===== src/ins_srt_pkg.sv =====
// ----------------------------------------------------------------------------
// ins_srt_pkg
// Shared widths, sizes and link types of the insertion sorter cell chain.
// ----------------------------------------------------------------------------
package ins_srt_pkg;

    localparam int MAX_ELEMS = 32;
    localparam int DATA_W    = 32;

    // Control broadcast to every cell of the chain
    typedef struct packed {
        logic insert;   // place the key, push larger entries one cell up
        logic drain;    // shift every entry one cell down toward the output
    } cell_ctrl_t;

    // What a cell shows its neighbors
    typedef struct packed {
        logic                     valid;
        logic                     le;     // holds a value not greater than the key
        logic signed [DATA_W-1:0] value;
    } cell_link_t;

endpackage


===== src/insertion_sorter_top.sv =====
// ----------------------------------------------------------------------------
// insertion_sorter_top
// Stable ascending insertion sorter built as a chain of compare-and-shift
// cells, with a registered output stage.
// ----------------------------------------------------------------------------
// Usage:
//   Input words arrive on s_axis: s_tdata is the signed 32-bit value, s_tlast
//   marks the last value of a set. While a set is loading, one word is taken
//   every cycle; each cell compares its entry against the new value in
//   parallel, so the whole chain updates on every insertion.
//   A word accepted with s_tlast starts the unload: s_tready drops, and the
//   chain shifts toward cell 0 one entry per cycle into the output register
//   whenever that register is empty or m_tready is high. The last input word
//   sets drain_reg; the first result then moves into the output register.
//   m_tlast marks the final result, m_tuser is set on every result of a set
//   that lost values to a full chain (capacity MAX_ELEMS). s_tready returns at
//   the edge that loads the final result, so the next set may start loading
//   while it waits. A stalled receiver (m_tready low) holds the output word
//   and freezes the chain; nothing is lost.
//   Reset (aresetn low, synchronous) empties the chain, clears the drop flag
//   and the output valid; s_tready is high right after reset.
// ----------------------------------------------------------------------------
module insertion_sorter_top (
    input  logic        aclk,
    input  logic        aresetn,
    input  logic        s_tvalid,
    output logic        s_tready,
    input  logic [31:0] s_tdata,   // [31:0] value
    input  logic        s_tlast,   // final_item
    output logic        m_tvalid,
    input  logic        m_tready,
    output logic [31:0] m_tdata,   // [31:0] sorted_value
    output logic        m_tlast,   // end_of_set
    output logic        m_tuser    // [0] overflow
);

    localparam int N = ins_srt_pkg::MAX_ELEMS;

    ins_srt_pkg::cell_ctrl_t ctrl;
    ins_srt_pkg::cell_link_t links [N];
    ins_srt_pkg::cell_link_t lower_bound;
    ins_srt_pkg::cell_link_t upper_bound;

    logic drain_reg,   drain_next;
    logic dropped_reg, dropped_next;
    logic m_valid_reg, m_valid_next;
    logic [31:0] m_data_reg, m_data_next;
    logic m_last_reg,  m_last_next;
    logic m_user_reg,  m_user_next;

    logic accept;
    logic full;
    logic pop_ok;
    logic signed [ins_srt_pkg::DATA_W-1:0] key;

    assign key    = s_tdata;
    assign full   = links[N-1].valid;
    assign accept = s_tvalid && !drain_reg;
    assign pop_ok = !m_valid_reg || m_tready;

    assign ctrl.insert = accept && !full;
    assign ctrl.drain  = drain_reg && pop_ok;

    // Below cell 0: always valid and not greater than any key
    assign lower_bound.valid = 1'b1;
    assign lower_bound.le    = 1'b1;
    assign lower_bound.value = '0;
    // Above the top cell: empty
    assign upper_bound.valid = 1'b0;
    assign upper_bound.le    = 1'b0;
    assign upper_bound.value = '0;

    for (genvar i = 0; i < N; i++) begin : g_cell
        ins_srt_pkg::cell_link_t lower_l;
        ins_srt_pkg::cell_link_t upper_l;
        if (i == 0) begin : g_first
            assign lower_l = lower_bound;
        end else begin : g_mid_lo
            assign lower_l = links[i-1];
        end
        if (i == N-1) begin : g_last
            assign upper_l = upper_bound;
        end else begin : g_mid_hi
            assign upper_l = links[i+1];
        end
        ins_srt_cell u_cell (
            .aclk    (aclk),
            .aresetn (aresetn),
            .ctrl    (ctrl),
            .key     (key),
            .lower   (lower_l),
            .upper   (upper_l),
            .link    (links[i])
        );
    end

    always_comb begin
        drain_next   = drain_reg;
        dropped_next = dropped_reg;
        m_valid_next = m_valid_reg;
        m_data_next  = m_data_reg;
        m_last_next  = m_last_reg;
        m_user_next  = m_user_reg;

        if (m_tready) begin
            m_valid_next = 1'b0;
        end

        if (accept) begin
            if (full) begin
                dropped_next = 1'b1;
            end
            if (s_tlast) begin
                drain_next = 1'b1;
            end
        end

        if (ctrl.drain) begin
            m_valid_next = 1'b1;
            m_data_next  = links[0].value;
            m_last_next  = !links[1].valid;
            m_user_next  = dropped_reg;
            // Last entry leaving: reopen the input for the next set
            if (!links[1].valid) begin
                drain_next   = 1'b0;
                dropped_next = 1'b0;
            end
        end
    end

    always_ff @(posedge aclk) begin
        if (!aresetn) begin
            drain_reg   <= 1'b0;
            dropped_reg <= 1'b0;
            m_valid_reg <= 1'b0;
        end else begin
            drain_reg   <= drain_next;
            dropped_reg <= dropped_next;
            m_valid_reg <= m_valid_next;
        end
        m_data_reg <= m_data_next;
        m_last_reg <= m_last_next;
        m_user_reg <= m_user_next;
    end

    assign s_tready = !drain_reg;
    assign m_tvalid = m_valid_reg;
    assign m_tdata  = m_data_reg;
    assign m_tlast  = m_last_reg;
    assign m_tuser  = m_user_reg;

endmodule


===== src/ins_srt_cell.sv =====
// ----------------------------------------------------------------------------
// ins_srt_cell
// One slot of the ordered chain: compares its entry against the broadcast
// key, and takes the key, the lower neighbor's entry or the upper one's.
// ----------------------------------------------------------------------------
module ins_srt_cell (
    input  logic                             aclk,
    input  logic                             aresetn,
    input  ins_srt_pkg::cell_ctrl_t          ctrl,
    input  logic signed [ins_srt_pkg::DATA_W-1:0] key,
    input  ins_srt_pkg::cell_link_t          lower,
    input  ins_srt_pkg::cell_link_t          upper,
    output ins_srt_pkg::cell_link_t          link
);

    logic                                   valid_reg, valid_next;
    logic signed [ins_srt_pkg::DATA_W-1:0]  value_reg, value_next;
    logic                                   le;
    logic                                   shift_in;
    logic                                   put_key;

    assign le = valid_reg && (value_reg <= key);

    // Lower neighbor is greater than the key: its entry moves up into this cell
    assign shift_in = lower.valid && !lower.le;
    // First cell above all entries not greater than the key takes the key
    assign put_key  = !shift_in && !le && lower.valid;

    always_comb begin
        valid_next = valid_reg;
        value_next = value_reg;
        if (ctrl.drain) begin
            valid_next = upper.valid;
            value_next = upper.value;
        end else if (ctrl.insert) begin
            if (shift_in) begin
                valid_next = 1'b1;
                value_next = lower.value;
            end else if (put_key) begin
                valid_next = 1'b1;
                value_next = key;
            end
        end
    end

    always_ff @(posedge aclk) begin
        if (!aresetn) begin
            valid_reg <= 1'b0;
        end else begin
            valid_reg <= valid_next;
        end
        value_reg <= value_next;
    end

    assign link.valid = valid_reg;
    assign link.le    = le;
    assign link.value = value_reg;

endmodule


===== config.mk =====
export PLATFORM = sky130hd
export DESIGN_NAME = insertion_sorter_top
export DESIGN_NICKNAME = d
export VERILOG_FILES = /design/src/ins_srt_pkg.sv /design/src/insertion_sorter_top.sv /design/src/ins_srt_cell.sv
export SDC_FILE = /design/constraint.sdc
export NUM_CORES = 2
export LEC_CHECK = 0
export BUFFER_PORTS_ARGS = -buffer_cell sky130_fd_sc_hd__clkbuf_2
export CAP_MARGIN = 20
export CORE_MARGIN = 3
export CORE_UTILIZATION = 35
export DETAILED_ROUTE_END_ITERATION = 16
export PLACE_DENSITY_LB_ADDON = 0.05
export SETUP_SLACK_MARGIN = 0.15
export SLEW_MARGIN = 25
export SYNTH_ARGS = -nofsm -noshare
export SYNTH_HDL_FRONTEND = slang
export SYNTH_SLANG_ARGS = --single-unit

===== constraint.sdc =====
create_clock -name aclk -period 11.6 [get_ports aclk]
set_input_delay 0.58 -clock aclk [delete_from_list [all_inputs] [get_ports aclk]]
set_output_delay 0.58 -clock aclk [all_outputs]
set_load 0.005 [all_outputs]

==> flow_metrics.tcl <==
set metrics [dict create \
    tightestPinTransition_ns 1.20 \
    ys_seq_area_share_pct 40.0 \
    dp_hpwl_mm 328 \
    top_usage_layer "met2" \
    worst-setup-path-type "input pin to flop" \
    wl_per_cell_um 40.9 \
    ant_nets 0 \
    grt_pass1_vias 73500 \
    grtUsageMet3_pct 10.4 \
    leakagePower_nw 34.0 \
    r2r-end "g_cell[30].u_cell.value_reg[23]" \
    firstDrtPassIters 8 \
    startpoint "s_tdata[14]" \
    worstSetupEndpoint "g_cell[13].u_cell.value_reg[8]" \
    grt_pass1_wl_mm 631 \
    pre_cts_ws_ns 5.48 \
    worst_slack_ns 6.13 \
    reg2reg_from "m_tvalid" \
    core_um2 228000 \
    cts.sinks 1093 \
    syn_inst 8543 \
    run_status "finished clean" \
    reg2reg_depth 8 \
    drc_errors 0 \
    clock_latency_ns 0.84 \
    htree_levels 4 \
    gp_congestion 0.991 \
    post_cts_buffers 0 \
    cts_resized 0 \
    synth_nets 9572 \
    vias_per_cell 6.95 \
    tritoncts "yes" \
    initialDrtViolationCount 11100 \
    initial_core_util_pct 35.3 \
    path_clk_slew_ns 0.06 \
    ys.flop_type "edfxtp_1" \
    drive_gt1_share_pct 9.09 \
    fin_nets 9334 \
    cts_root_buf "clkbuf_16" \
    synth.area.top_cells "edfxtp_1, ha_1, a21oi_1" \
    synth_edf_count 1026 \
    setup_viol 0 \
    vias 79700 \
    synth_top_area_share_pct 38.3 \
    synth_area_um2 80500 \
    grt_usage_pct 38.3 \
    grt_use_met2_pct 54.2 \
    final_cell_area_um2 90000 \
    wl_mm 469 \
    met1_usage_pct 50.5 \
    mostFrequentLayoutCells "edfxtp_1, ha_1, a21oi_1" \
    cp_max_fo 33 \
    ios 73 \
    min_period_ns 5.47 \
    overflow 0 \
    fmax_mhz 183 \
    cp.required_ns 12.09 \
    min-delay-path-class "input pin to flop" \
    yosysUniqueCellTypes 80 \
    rsz0062_at_grt "false" \
    totalPowerFinal_mw 14.3 \
    startpoint_type "input pin" \
    num_rows 175 \
    yosys.area.top_type "edfxtp_1" \
    p_per_area_nw_per_um2 159 \
    drv_cap 0 \
    avgSynthCellArea_um2 9.42 \
    reg2reg_setup_slack_ns 6.69 \
    cts_buffers 149 \
    hold_violations 0 \
    critPathArrivalTime_ns 5.96 \
    slew_violations 0 \
    slew_headroom_pct 19.6 \
    final_common_cell "edfxtp_1" \
    max-clock-path-buffers 3 \
    synthArstFlopShare_pct 0 \
    synth_warnings 0 \
    syn_to_final_growth_pct 11.9 \
    port_buffers 72 \
    clock-skew-final_ns 0.0346 \
    dpl_cell_area_um2 85100 \
    period_share_pct 47.1 \
    ir_drop_mv 0.122 \
    grt_max_degree 158 \
    antenna_found_initial 44 \
    largest_reg_flops 1024 \
    finalSetupTns_ns 0 \
    end_kind "flop" \
    synth_seq_cells 1093 \
    die_area_um2 236000 \
    die-height_um 485 \
    die_width_um 485 \
]
-- metrics by stage --
| step | cells | hold WS (ns) | utilization [%] |
|---|---|---|---|
| final | 11500 | 0.133 | 39.5 |
| after global routing | 11400 | 0.154 | 39.5 |
| after CTS | 11400 | 0.0881 | 39.5 |
| after detailed placement | 11200 | 0.423 | 37.4 |
| after global placement | 11200 | 0.426 | 37.3 |
| after floorplan | 8543 | 0.409 | - |
-- final cells by class --
| type | count | area, um^2 |
|---|---|---|
| fill | 22700 | 138000 |
| inverter | 109 | 454 |
| multi-input combinational | 6596 | 46100 |
| sequential | 1093 | 32200 |
| clock inverter | 68 | 607 |
| clock buffer | 207 | 4200 |
| tap | 3009 | 3760 |
| antenna | 24 | 60.1 |
| timing repair buffer | 356 | 2680 |
-- cell usage after synthesis (all sizes together) (7+ instances only) --
cell / number
mux2i: 32
o31ai: 12
o2111ai: 227
a2111o: 10
nand2b: 17
and2: 10
buf: 116
inv: 109
clkbuf: 629
nor2: 668
nor4: 39
edfxtp: 1026
a31oi: 572
nand3: 464
ha: 992
and4: 27
o21a: 32
and3: 47
a221oi: 22
a21o: 321
nand2: 700
or3: 18
a221o: 162
o211ai: 426
o21ai: 368
a211oi: 26
nor3: 108
nor2b: 47
or4: 12
a2111oi: 14
o211a: 7
dfxtp: 67
a21boi: 8
a21oi: 748
or2: 9
nand4: 314
a41oi: 56
a31o: 9
-- logic make-up (layout without fill, tap and decap cells) --
kind of cell             Yosys count  in the layout  share of synthesized area (%)
AO/OA/AOI/OAI                   3072           3072                           25.6
AND/OR/NAND/NOR                 2500           2500                           14.5
flip-flops                      1093           1093                           40.0
adder cells (fa/ha/maj)          992            992                           15.4
buffers and inverters            854            740                           4.13
multiplexers                      32             32                          0.398
other                              0             24                              0
-- how the worst min path moves through the flow --
stage,cells past startpoint,endpoint,startpoint
2_1_floorplan,0,m_tuser,dropped_reg
3_3_place_gp,0,m_tuser,dropped_reg
3_5_place_dp,0,m_tuser,dropped_reg
4_1_cts,3,m_tvalid,m_tready
5_1_grt,2,g_cell[31].u_cell.valid_reg,aresetn
6_report,3,m_tvalid,m_tready
-- report_power, final --
part / internal, mW / total (mW) / switching (mW)
Clock: 2.71 / 4.76 / 2.04
Sequential: 4.98 / 5.64 / 0.663
Combinational: 1.17 / 3.93 / 2.76
Total: 8.86 / 14.3 / 5.47
-- worst max-delay path, stage by stage --
cell and delay [ns]:
clkbuf_2 0.08, buf_4 0.45, clkinv_2 0.69, buf_4 0.53
ha_1 0.40, a21oi_1 0.16, a21boi_0 0.13, o31ai_1 0.55
and4b_2 0.90, nor2_1 0.28, a41oi_4 0.66, buf_4 0.43
-- layer usage --
metal  up-vias  wire length, um
li1      33500                -
met1     39900           188000
met2      5148           192000
met3      1065            51000
met4        48            36700
met5         -              314
-- what timing repair did --
item / 4_1_cts / 5_1_grt
hold buffers: 3 / 0
setup endpoints to repair: 0 / 0
hold endpoints to repair: 2 / 0
Note: power is estimated with default switching activity, not from simulation.
